## config.mk

```make
export PLATFORM = sky130hd
export DESIGN_NAME = rtsp_interleaved_payload_extractor
export DESIGN_NICKNAME = d
export VERILOG_FILES = /design/src/hdl/rtsp_ipe_pkg.sv /design/src/hdl/rtsp_interleaved_payload_extractor.sv
export SDC_FILE = /design/constraint.sdc
export NUM_CORES = 1
export LEC_CHECK = 0
export BUFFER_PORTS_ARGS = -buffer_cell sky130_fd_sc_hd__buf_2
export CAP_MARGIN = 25
export CORE_MARGIN = 8
export CORE_UTILIZATION = 65
export CTS_CLUSTER_DIAMETER = 40
export DETAILED_ROUTE_END_ITERATION = 16
export PLACE_DENSITY = 0.82
export REMOVE_ABC_BUFFERS = 1
export SYNTH_ARGS = -nofsm -noshare
export SYNTH_HDL_FRONTEND = slang
export SYNTH_SLANG_ARGS = --single-unit
```

## constraint.sdc

```tcl
create_clock -name clk -period 10.3 [get_ports clk]
set_input_delay 1.545 -clock clk [delete_from_list [all_inputs] [get_ports clk]]
set_output_delay 1.545 -clock clk [all_outputs]
set_load 0.03 [all_outputs]
```

## src/hdl/rtsp_ipe_pkg.sv

```systemverilog
// Shared constants for the RTSP interleaved payload extractor.
package rtsp_ipe_pkg;

  localparam int FRAME_HEADER_BYTES = 4;

  localparam logic [7:0] MARKER = 8'h24;

  localparam int PHASE_W = 2;
  localparam logic [PHASE_W-1:0] PH_HUNT    = 2'd0;
  localparam logic [PHASE_W-1:0] PH_HEADER  = 2'd1;
  localparam logic [PHASE_W-1:0] PH_SKIP    = 2'd2;
  localparam logic [PHASE_W-1:0] PH_PAYLOAD = 2'd3;

  localparam int CFG_INDEX_W = 2;
  localparam logic [CFG_INDEX_W-1:0] REG_ENABLE  = 2'd0;
  localparam logic [CFG_INDEX_W-1:0] REG_RTP_LEN = 2'd1;
  localparam logic [CFG_INDEX_W-1:0] REG_ASF_LEN = 2'd2;

  localparam int HDR_LEN_W = 6;
  localparam int POS_W     = 7;
  localparam int LEN_W     = 16;

  localparam logic [HDR_LEN_W-1:0] RTP_LEN_RESET = 6'd12;
  localparam logic [HDR_LEN_W-1:0] ASF_LEN_RESET = 6'd4;

endpackage

```

## src/hdl/rtsp_interleaved_payload_extractor.sv

```systemverilog
// RTSP interleaved frame deframer: hunts the marker, skips headers, streams payload bytes.
//
// Channel   Direction  Handshake                      Payload
// s_axis    in         s_axis_tvalid/s_axis_tready    tdata[7:0] = data_byte
// m_axis    out        m_axis_tvalid/m_axis_tready    tdata[7:0] = payload_byte, tlast
// cfg       in         cfg_valid/cfg_ready            cfg_index, cfg_data
//
// One byte per cycle while not stalled; each byte is decided in the cycle it is taken and
// any result lands in the output register on that edge, visible in the cycle after its byte.
// Reset clears the frame state and loads the register defaults; the block starts disabled.
// Input stalls only while the output register holds a result that is not being taken.
// Configuration writes are always taken; cfg_ready is held high.
module rtsp_interleaved_payload_extractor
  import rtsp_ipe_pkg::*;
(
  input  logic                   clk,
  input  logic                   rst,
  input  logic                   s_axis_tvalid,
  output logic                   s_axis_tready,
  input  logic [7:0]             s_axis_tdata,   // [7:0] data_byte
  output logic                   m_axis_tvalid,
  input  logic                   m_axis_tready,
  output logic [7:0]             m_axis_tdata,   // [7:0] payload_byte
  output logic                   m_axis_tlast,
  input  logic                   cfg_valid,
  output logic                   cfg_ready,
  input  logic [CFG_INDEX_W-1:0] cfg_index,
  input  logic [HDR_LEN_W-1:0]   cfg_data
);

  logic                 deframe_enable;
  logic [HDR_LEN_W-1:0] rtp_header_len;
  logic [HDR_LEN_W-1:0] asf_header_len;

  logic [PHASE_W-1:0] phase, phase_next;
  logic [POS_W-1:0]   header_position, header_position_next;
  logic [7:0]         length_high, length_high_next;
  logic [LEN_W-1:0]   payload_remaining, payload_remaining_next;

  logic       in_take;
  logic       out_load;
  logic       last_flag;
  logic [POS_W-1:0] pos_inc;
  logic [POS_W-1:0] pos_dec;
  logic [POS_W-1:0] skip;
  logic [LEN_W-1:0] frame_len;
  logic [LEN_W-1:0] skip_ext;
  logic [LEN_W-1:0] new_remaining;

  assign cfg_ready     = 1'b1;
  assign s_axis_tready = !m_axis_tvalid || m_axis_tready;
  assign in_take       = s_axis_tvalid && s_axis_tready;

  always_ff @(posedge clk) begin
    if (rst) begin
      deframe_enable <= 1'b0;
      rtp_header_len <= RTP_LEN_RESET;
      asf_header_len <= ASF_LEN_RESET;
    end else if (cfg_valid && cfg_ready) begin
      unique case (cfg_index)
        REG_ENABLE:  deframe_enable <= cfg_data[0];
        REG_RTP_LEN: rtp_header_len <= cfg_data;
        REG_ASF_LEN: asf_header_len <= cfg_data;
        default: ;
      endcase
    end
  end

  assign pos_inc       = header_position + POS_W'(1);
  assign pos_dec       = header_position - POS_W'(1);
  assign skip          = POS_W'(rtp_header_len) + POS_W'(asf_header_len);
  assign frame_len     = {length_high, s_axis_tdata};
  assign skip_ext      = LEN_W'(skip);
  assign new_remaining = (frame_len > skip_ext) ? (frame_len - skip_ext) : '0;
  assign last_flag     = (payload_remaining <= LEN_W'(1));

  always_comb begin
    phase_next             = phase;
    header_position_next   = header_position;
    length_high_next       = length_high;
    payload_remaining_next = payload_remaining;
    out_load               = 1'b0;
    if (in_take) begin
      if (!deframe_enable) begin
        phase_next             = PH_HUNT;
        header_position_next   = '0;
        length_high_next       = '0;
        payload_remaining_next = '0;
      end else begin
        unique case (phase)
          PH_HUNT: begin
            if (s_axis_tdata == MARKER) begin
              phase_next           = PH_HEADER;
              header_position_next = POS_W'(1);
            end
          end
          PH_HEADER: begin
            if (header_position == POS_W'(2)) begin
              length_high_next = s_axis_tdata;
            end
            header_position_next = pos_inc;
            if (pos_inc >= POS_W'(FRAME_HEADER_BYTES)) begin
              payload_remaining_next = new_remaining;
              if (skip == '0) begin
                phase_next           = (new_remaining != '0) ? PH_PAYLOAD : PH_HUNT;
                header_position_next = '0;
              end else begin
                phase_next           = PH_SKIP;
                header_position_next = skip;
              end
            end
          end
          PH_SKIP: begin
            header_position_next = pos_dec;
            if (pos_dec == '0) begin
              phase_next = (payload_remaining != '0) ? PH_PAYLOAD : PH_HUNT;
            end
          end
          PH_PAYLOAD: begin
            out_load = 1'b1;
            if (last_flag) begin
              payload_remaining_next = '0;
              phase_next             = PH_HUNT;
              header_position_next   = '0;
            end else begin
              payload_remaining_next = payload_remaining - LEN_W'(1);
            end
          end
          default: ;
        endcase
      end
    end
  end

  always_ff @(posedge clk) begin
    if (rst) begin
      phase             <= PH_HUNT;
      header_position   <= '0;
      length_high       <= '0;
      payload_remaining <= '0;
      m_axis_tvalid     <= 1'b0;
    end else begin
      phase             <= phase_next;
      header_position   <= header_position_next;
      length_high       <= length_high_next;
      payload_remaining <= payload_remaining_next;
      if (out_load) begin
        m_axis_tvalid <= 1'b1;
      end else if (m_axis_tready) begin
        m_axis_tvalid <= 1'b0;
      end
    end
  end

  always_ff @(posedge clk) begin
    if (out_load) begin
      m_axis_tdata <= s_axis_tdata;
      m_axis_tlast <= last_flag;
    end
  end

  a_payload_nonzero: assert property (@(posedge clk) disable iff (rst)
    phase == PH_PAYLOAD |-> payload_remaining != '0)
    else $error("payload phase with nothing left to emit");

  a_skip_nonzero: assert property (@(posedge clk) disable iff (rst)
    phase == PH_SKIP |-> header_position != '0)
    else $error("skip phase with zero count");

  a_header_pos: assert property (@(posedge clk) disable iff (rst)
    phase == PH_HEADER |->
      (header_position >= POS_W'(1)) &&
      (header_position < POS_W'(FRAME_HEADER_BYTES)))
    else $error("frame header position out of range");

  a_last_to_hunt: assert property (@(posedge clk) disable iff (rst)
    out_load && last_flag |=> phase == PH_HUNT && m_axis_tvalid && m_axis_tlast)
    else $error("last payload byte did not end the packet");

  a_disable_clears: assert property (@(posedge clk) disable iff (rst)
    in_take && !deframe_enable |=> phase == PH_HUNT && payload_remaining == '0)
    else $error("disabled byte did not clear frame state");

endmodule
```

==> flow_metrics.tcl, run 1 <==
set metrics [dict create \
    run_status "finished, final reports clean" \
    hold_viol 0 \
    finalNetCount 562 \
    period_needed_ps 4460 \
    num_rows 28 \
    die_h_um 94.8 \
    area_growth_pct 6.17 \
    place_congestion 1.03 \
    synthCells 504 \
    max_freq_ghz 0.224 \
    grt_pass1_vias 3602 \
    cts_setup_buffers 0 \
    core-area_um2 5960 \
    yosysSeqAreaShare_pct 30.0 \
    cp.arrival_ps 4640 \
    grtUsageTotal_pct 24.6 \
    yosysTopAreaCell "dfxtp_1" \
    ys_ff_latch 56 \
    hold_path_class "flip-flop to flip-flop" \
    crit_chain "ha_1 > fa_1 > a211oi_1 > nor2_2 > nor2_1 > nor2_1 > nor2_1 > ha_1 > inv_1 > nor3_1 > inv_1 > o41ai_1 > a31oi_1 > o21ai_1 > o22ai_1 > a22oi_1 > nor2_1" \
    vdd_drop_max_mv 0.0776 \
    grt_max_degree 48 \
    clkTransAtPathRegs_ps 110 \
    cts-root-buf "clkbuf_8" \
    synth_common_cells "60 x nor2_1, 47 x dfxtp_1, 43 x nand2_1, 40 x a21oi_1, 23 x inv_1" \
    final_layout_size_suffix_gt1_share_pct 12.1 \
    synth_most_common_cell "nor2_1" \
    cpMostUsedCell "nor2_1" \
    ant_nets 0 \
    synthesis.area_um2 4040 \
    cpPeakStageDelay_ps 760 \
    tightestPinTransition_ps 928 \
    netlist-cell-type-count 75 \
    io_buffer_count 31 \
    h-tree-depth 2 \
    ys_warn_count 0 \
    grt_overflow_total 0 \
    hold_path_depth 1 \
    antenna_found_initial 0 \
    wl_per_cell_um 18.2 \
    cp-end-kind "flip-flop" \
    powerDensity_nw_per_um2 114 \
    final.setup.tns_ps 0 \
    cts_tree "yes" \
    drtIter0Drc 314 \
    antenna_cells 0 \
    cp.required_ps 10480 \
    hold_buffers 0 \
    async_flop_share_pct 0 \
    avgSynthCellArea_um2 8.01 \
    dpl.hpwl_um 8050 \
    path_class "flip-flop to flip-flop" \
    dr.pass1.iters 7 \
    startpoint_type "flip-flop" \
    p_leak_nw 1.71 \
    fin_crit_sh_pct 43.3 \
    yosys-top-cells-area "dfxtp_1 23%, edfxtp_1 6.7%, ha_1 5.6%" \
    synth_top_area_share_pct 23.3 \
    cap_violations 0 \
    slew_viol_final 0 \
    skew_ps 18.2 \
    clock_latency_ps 330 \
    vias 3910 \
    post_cts_resized 0 \
    relSlewSlack_pct 37.7 \
    grt_first_pass_wirelength_um 17700 \
    rsz0062_at_grt "no" \
    routed_wl_um 10900 \
    dieArea_um2 8990 \
    design.portCount 33 \
    rr_worst_depth 17 \
    post-route-drc-count 0 \
    cp_max_fo 13 \
    clockBufferDepth 2 \
    initial_core_util_pct 67.8 \
    finalSetupViolCount 0 \
    die_w_um 94.8 \
    ys.flop_type "dfxtp_1" \
    cp_slowest_cell "o21ai_1" \
    fin_ws_ps 5840 \
    dp_slack_ps 5700 \
    cts-buffers-inserted 5 \
    via_per_inst 6.55 \
    clkSinkCount 56 \
    synth_edf_count 9 \
]
-- area by class of cell --
type / instances / area (um^2)
Timing Repair Buffer: 33 / 170
Sequential cell: 56 / 1210
Tap cell: 75 / 93.8
Fill cell: 489 / 1670
Clock inverter: 3 / 13.8
Multi-Input combinational cell: 402 / 2640
Clock buffer: 5 / 68.8
Inverter: 23 / 86.3
-- critical path: cells and delay by family (launching register included) --
family          cells  cell delay [ps]
compound gates      6             1860
fa+ha+maj           3             1100
buf+inv             2              260
flops               1              330
simple gates        6              780
-- kinds of logic after synthesis --
family / share of synthesized area (%)
simple gates: 25.6
buf+inv: 4.56
mux: 3.63
compound gates: 24.4
xor+xnor: 5.12
flops: 30.0
other cells: 0.0929
fa+ha+maj: 6.57
-- where the power goes --
| part | total, mW | internal [mW] | switching [mW] |
|---|---|---|---|
| combinational | 0.138 | 0.0503 | 0.0875 |
| sequential | 0.229 | 0.225 | 0.00350 |
| clock | 0.122 | 0.0465 | 0.0752 |
| total | 0.488 | 0.322 | 0.166 |
-- flip-flops by register name, summed over array words and instances, names as in the netlist --
register and count:
deframe_enable 1, payload_remaining 16, rtp_header_len 6, m_axis_tlast 1, m_axis_tvalid 1, asf_header_len 6
m_axis_tdata 8, phase 2, header_position 7, length_high 8
-- metal layers --
| layer | vias to the layer above | GRT usage, % | share of wire [%] |
|---|---|---|---|
| met3 | 37 | 3.97 | 7.1 |
| li1 | 1884 | - | - |
| met4 | 0 | 9.49 | 3.0 |
| met5 | - | 0 | 0 |
| met1 | 1801 | 31.7 | 43 |
| met2 | 188 | 40.3 | 46 |
-- per-stage QoR --
step | total power, mW | instance area (um^2) | hold WS [ps] | util [%] | cells
4_1_cts | 0.483 | 4280 | 482 | 71.9 | 597
5_1_grt | 0.510 | 4280 | 509 | 71.9 | 597
3_5_place_dp | 0.367 | 4200 | 459 | 70.5 | 589
2_1_floorplan | 0.330 | 3940 | 434 | - | 481
3_3_place_gp | 0.365 | 4200 | 451 | 70.5 | 589
6_report | 0.488 | 4280 | 481 | 71.9 | 597
-- final timing paths --
check,from,to,slack (ps)
setup / recovery,rtp_header_len[0],payload_remaining[15],5840
setup reg to reg,rtp_header_len[0],payload_remaining[15],5840
hold / removal,rtp_header_len[2],rtp_header_len[2],480
hold reg to reg,rtp_header_len[2],rtp_header_len[2],480
-- cells in the final DEF (no fill, tap or decap), drive strengths merged, types with 9 or more instances in the layout --
cell     n
edfxtp   9
mux2i   12
dfxtp   47
a22oi   10
inv     23
nand3   23
nor2    62
o21ai   21
xnor2   14
o22ai   16
nand4   11
a21oi   42
nor3    12
ha      18
a211oi  12
nor4     9
buf     33
nand2   43
Power figures use the tool's default switching activity.
==> run 2, diff against run 1 <==
- CORE_UTILIZATION: 65 -> 55
- PLACE_DENSITY: 0.82 -> 0.73
- clock period: 10.3 -> 3.6 ns (I/O delays scaled with it)
==> run 2 against run 1 <==
Against the previous run:
- flip-flop and latch count stayed put
- count of clock-buffer cells in the layout is 2 higher
- the run now ends with negative setup slack left
- combinational power grew to 4.3 times the previous value
- sequential share of layout area is 4.2 points lower
- worst hold slack worse by 7.4 ps
- core utilization is 1.4 points lower
- fmax is 22% higher
==> flow_metrics.tcl, run 2 (same netlist as run 1, synthesis figures left out) <==
set metrics [dict create \
    startpoint_type "flip-flop" \
    slew_viol_final 0 \
    max_freq_ghz 0.273 \
    fin_ws_ps -57.8 \
    largest-register "payload_remaining" \
    dpl.hpwl_um 8230 \
    hold_buffers 0 \
    grt_max_degree 48 \
    n_fill_cell 562 \
    violations "negative setup slack" \
    grt_pass1_vias 3890 \
    cp_max_fo 5 \
    antenna_found_initial 0 \
    hold_path_depth 3 \
    area_growth_pct 25.5 \
    dieArea_um2 10300 \
    drtIter0Drc 351 \
    via_per_inst 6.29 \
    wl_per_cell_um 17.9 \
    crit_chain "ha_4 > buf_4 > a21o_1 > a21oi_2 > xor2_1 > ha_1 > nor2_2 > a21oi_4 > o31ai_4 > a211oi_1 > o31ai_2 > nand4_1 > or4_4 > o211ai_2 > a21oi_1" \
    clock_latency_ps 320 \
    reg2reg_from "rtp_header_len[0]" \
    cp-end-kind "flip-flop" \
    clkSinkCount 56 \
    grt_overflow_total 0 \
    design.portCount 33 \
    multiInputGateArea_um2 2940 \
    relSlewSlack_pct 40.5 \
    io_buffer_count 31 \
    die_w_um 102 \
    p_leak_nw 2.03 \
    holdPathEnd "asf_header_len[1]" \
    clockBufferDepth 2 \
    powerDensity_nw_per_um2 337 \
    cp.arrival_ps 3860 \
    finalSetupViolCount 2 \
    period_needed_ps 3660 \
    utilization_pct 70.5 \
    tightestPinTransition_ps 893 \
    register_area_um2 1220 \
    cp.required_ps 3800 \
    core-area_um2 7180 \
    postPlaceCellArea_um2 4490 \
    cts-root-buf "clkbuf_8" \
    clkTransAtPathRegs_ps 100 \
    initial_core_util_pct 56.2 \
    critical-path-top-delay-family "compound AO/OA/AOI/OAI gates" \
    cp_slowest_cell "or4_4" \
    run_status "finished, violations left" \
    vdd_drop_max_mv 0.206 \
    critPathBufInv 1 \
    finalNetCount 613 \
    hold_path_class "input pin to flip-flop" \
    path_class "flip-flop to flip-flop" \
    ant_nets 0 \
    largest_reg_flops 16 \
    h-tree-depth 2 \
    cap_violations 0 \
    fin_crit_sh_pct 102 \
    cpPeakStageDelay_ps 580 \
    die_h_um 102 \
    layout_common_cells "57 x nor2_1, 50 x buf_4, 43 x nand2_1, 43 x dfxtp_1, 38 x a21oi_1" \
    reg_top3 "payload_remaining (16), length_high (8), m_axis_tdata (8)" \
    vias 4226 \
    hold_viol 0 \
    reg2reg_slack_ps -60 \
    routed_wl_um 12000 \
    place_congestion 0.940 \
    fin_area_um2 5060 \
    final.setup.tns_ps -96.8 \
    cts-buffers-inserted 5 \
    timing.rr.end "phase[0]" \
    post-route-drc-count 0 \
    skew_ps 7.17 \
    whs_ps 473 \
    rr_worst_depth 15 \
    final_layout_size_suffix_gt1_share_pct 28.3 \
    num_rows 31 \
    cts_tree "yes" \
    antenna_cells 0 \
    dr.pass1.iters 5 \
    grtUsageTotal_pct 22.6 \
    hp-start "cfg_data[1]" \
    final_common_cell "nor2_1" \
    grt_first_pass_wirelength_um 18800 \
    rsz0062_at_grt "yes" \
]
run 2: report_power, final:
group          leakage, nW  internal (mW)  switching, mW
registers            0.463          0.644         0.0109
logic                 1.51          0.276          0.323
clock network       0.0645          0.246          0.208
run 2: layout make-up:
type | count | share of cell area, %
multi-input cells | 402 | 58.1
flip-flops and latches | 56 | 24.0
repair buffers | 84 | 11.1
well taps | 99 | 2.45
clock buffers | 7 | 1.90
inverters | 23 | 1.75
clock inverters | 1 | 0.593
run 2: how the worst max path moves through the flow:
stage                    end  cells after the start               from
floorplan           phase[0]                     16  rtp_header_len[0]
global route        phase[0]                     15  rtp_header_len[0]
finish              phase[0]                     15  rtp_header_len[0]
detailed placement  phase[1]                     13  rtp_header_len[0]
CTS                 phase[0]                     13  asf_header_len[0]
global placement    phase[0]                     13  rtp_header_len[0]
run 2: per-stage QoR:
| step | instances | total power, mW | worst slack [ps] |
|---|---|---|---|
| after detailed placement | 647 | 1.11 | -102 |
| final | 672 | 1.71 | -57.8 |
| after floorplan | 481 | 0.943 | -59.9 |
| after CTS | 668 | 1.62 | -1.23 |
| after global placement | 647 | 1.10 | 10.2 |
| after global routing | 672 | 1.78 | -204 |
run 2: metal layers:
metal | global-route usage, % | vias up | wire, um
met1 | 29.8 | 2031 | 5290
met2 | 36.7 | 174 | 5700
met5 | 0 | - | 0
met3 | 3.64 | 24 | 820
met4 | 6.76 | 0 | 226
li1 | - | 1997 | -
run 2: worst min-delay path, stage by stage:
cell and delay, ps:
buf_2 90, mux2i_1 60, nor2_1 70
run 2: what timing repair did:
item,4_1_cts,5_1_grt
setup buffers,14,3
endpoints found under the setup margin,4,17
gates resized for setup,22,43
gates cloned,0,1
pin swaps,14,25
==> run 3, diff against run 2 <==
--- a/config.mk
+++ b/config.mk
@@ -7,2 +7,3 @@
 export LEC_CHECK = 0
+export ABC_AREA = 1
 export BUFFER_PORTS_ARGS = -buffer_cell sky130_fd_sc_hd__buf_2
--- a/constraint.sdc
+++ b/constraint.sdc
@@ -3,2 +3,2 @@
 set_output_delay 0.54 -clock clk [all_outputs]
-set_load 0.03 [all_outputs]
+set_load 0.1 [all_outputs]
==> run 3 against run 2 <==
Against the previous run:
- the flow now finishes without violations
- core utilization is 9.4 points lower
- final area decreased by 14%
- sequential power is 2% higher
- cell count rose by 2.8%
- clock power is 22% lower
- register-to-register slack gained 340 ps
- worst hold slack lost 40 ps
- non-clock buffer count decreased by 51
- fmax is 10% higher
- clock skew grew 7.1 ps
- critical path type unchanged
- highest routed layer unchanged
==> flow_metrics.tcl, run 3 <==
set metrics [dict create \
    cp_max_fo 6 \
    design.portCount 33 \
    yosysTopAreaCell "dfxtp_1" \
    total_power_mw 1.52 \
    grt_first_pass_wirelength_um 17500 \
    cts-buffers-inserted 5 \
    cts-root-buf "clkbuf_8" \
    ys_warn_count 0 \
    grt_overflow_total 0 \
    period_needed_ps 3320 \
    wl_per_cell_um 14.8 \
    seqPwrFrac_pct 44.1 \
    max_freq_ghz 0.301 \
    cp.required_ps 3800 \
    power_frac_comb_pct 32.6 \
    ant_nets 0 \
    fin_ws_ps 281 \
    place_congestion 0.894 \
    final_common_cell "nand2_1" \
    rr_worst_depth 22 \
    async_flop_share_pct 0 \
    synth_top_area_share_pct 23.6 \
    final_layout_size_suffix_gt1_share_pct 15.5 \
    dp_slack_ps 111 \
    p_switching_mw 0.550 \
    hp-start "cfg_data[2]" \
    worstSetupStartpoint "rtp_header_len[0]" \
    clkTransAtPathRegs_ps 110 \
    num_rows 31 \
    drtIter0Drc 194 \
    swShare_pct 36.2 \
    final.setup.tns_ps 0 \
    dpl.hpwl_um 7880 \
    cts_tree "yes" \
    synthesis.area_um2 4000 \
    avgSynthCellArea_um2 7.07 \
    largest_reg_flops 16 \
    path_class "flip-flop to flip-flop" \
    antenna_cells 0 \
    timing.rr.end "phase[1]" \
    cpMostUsedCell "nand2_1" \
    hold_viol 0 \
    relSlewSlack_pct 43.4 \
    grt_pass1_vias 3782 \
    synthCells 565 \
    cpPeakStageDelay_ps 410 \
    vias 3812 \
    post-route-drc-count 0 \
    cp_slowest_cell "fa_1" \
    dr.pass1.iters 4 \
    grt_max_degree 36 \
    fin_crit_sh_pct 92.2 \
    synth_common_cells "124 x nand2_1, 61 x inv_1, 61 x nor2_1, 47 x dfxtp_1, 39 x a21oi_1" \
    ys.flop_type "dfxtp_1" \
    core-area_um2 7140 \
    p_leak_nw 1.94 \
    cp-end-kind "flip-flop" \
    slew_viol_final 0 \
    endpoint "phase[1]" \
    clock_latency_ps 330 \
    startpoint_type "flip-flop" \
    h-tree-depth 2 \
    antenna_found_initial 0 \
    largest-register "payload_remaining" \
    pwr-share-clk_pct 23.3 \
    powerDensity_nw_per_um2 348 \
    initial_core_util_pct 56.0 \
    via_per_inst 5.52 \
    synth_edf_count 9 \
    cap_violations 0 \
    clkSinkCount 56 \
    synth_most_common_cell "nand2_1" \
    finalSetupViolCount 0 \
    routed_wl_um 10200 \
    cp.arrival_ps 3520 \
    layout_common_cells "124 x nand2_1, 60 x inv_1, 59 x nor2_1, 47 x dfxtp_1, 39 x a21oi_1" \
    grtUsageTotal_pct 21.0 \
    reg2reg_slack_ps 280 \
    utilization_pct 61.2 \
    run_status "finished, final reports clean" \
    vdd_drop_max_mv 0.176 \
    yosysSeqAreaShare_pct 30.3 \
    skew_ps 14.3 \
    yosys-top-cells-area "dfxtp_1 24%, nand2_1 12%, edfxtp_1 6.8%" \
    cts_setup_buffers 0 \
    area_growth_pct 9.24 \
    clockBufferDepth 2 \
    netlist-cell-type-count 44 \
    tightestPinTransition_ps 846 \
    io_buffer_count 31 \
    hold_path_class "input pin to flip-flop" \
    p_int_mw 0.969 \
    dieArea_um2 10200 \
    die_w_um 101 \
    finalNetCount 632 \
    crit_chain "ha_1 > fa_1 > nand3_1 > nand2_1 > a21oi_1 > nor2_1 > nor2_2 > ha_4 > inv_2 > nor2_1 > nor2_2 > nand2_1 > nand2_1 > nand2_1 > o21ai_2 > nand2_1 > nor2_1 > nand4_1 > nand2_1 > nand2_1 > nand2_1 > a21oi_2" \
    reg_top3 "payload_remaining (16), length_high (8), m_axis_tdata (8)" \
    reg2reg_from "rtp_header_len[0]" \
    ys_ff_latch 56 \
    die_h_um 101 \
]
-- run 3: cell type report --
cell class	instances	area, um^2
fillers	717	2770
multi-input cells	432	2530
flip-flops and latches	56	1210
inverters	63	239
repair buffers	33	170
well taps	99	124
clock buffers	5	68.8
clock inverters	3	18.8
-- run 3: worst min-delay path by stage --
stage	to	slack [ps]	cells past startpoint
floorplan	asf_header_len[2]	430	2
global placement	rtp_header_len[2]	450	2
detailed placement	rtp_header_len[2]	450	2
CTS	rtp_header_len[2]	420	3
global route	m_axis_tdata[0]	440	1
finish	rtp_header_len[2]	430	3
-- run 3: power by group through the flow --
stage | logic (mW) | registers (mW) | clock network, mW
3_5_place_dp | 0.477 | 0.684 | 0
4_1_cts | 0.479 | 0.669 | 0.366
6_report | 0.495 | 0.670 | 0.354
3_3_place_gp | 0.470 | 0.683 | 0
5_1_grt | 0.553 | 0.672 | 0.386
2_1_floorplan | 0.361 | 0.679 | 0
-- run 3: cell families after synthesis --
| family | after synthesis | synth area share, % |
|---|---|---|
| xor+xnor | 24 | 5.26 |
| compound gates | 101 | 15.5 |
| simple gates | 286 | 34.8 |
| fa+ha+maj | 20 | 6.64 |
| buf+inv | 77 | 7.42 |
| flops | 56 | 30.3 |
| other cells | 1 | 0.0939 |
-- run 3: timing repair --
action,CTS,global route
hold buffers,0,0
endpoints found under the hold margin,0,0
gates resized for setup,0,11
endpoints found under the setup margin,0,2
-- run 3: worst max-delay path, delay by kind of cell, from the launching register on --
family / cells / cell delay [ps]
adders and majority gates: 3 / 910
buffers and inverters: 1 / 90
AOI/OAI and AO/OA: 3 / 320
and+or+nand+nor: 15 / 1530
DFF: 1 / 330
-- run 3: metrics by stage --
| stage | std cells | hold WS, ps | area [um^2] |
|---|---|---|---|
| 2_1_floorplan | 551 | 433 | 3940 |
| 3_3_place_gp | 683 | 449 | 4230 |
| 3_5_place_dp | 683 | 454 | 4230 |
| 4_1_cts | 691 | 424 | 4320 |
| 5_1_grt | 691 | 444 | 4360 |
| 6_report | 691 | 433 | 4360 |
-- run 3: routing by layer --
metal  routed length, um  track usage (%)  share of wire (%)  up-vias
li1                    -                -                  -     1945
met1                4510             24.9                 44     1766
met2                5030             36.6                 49       81
met3                 397             3.09                3.9       20
met4                 267             8.93                2.6        0
met5                   0                0                  0        -
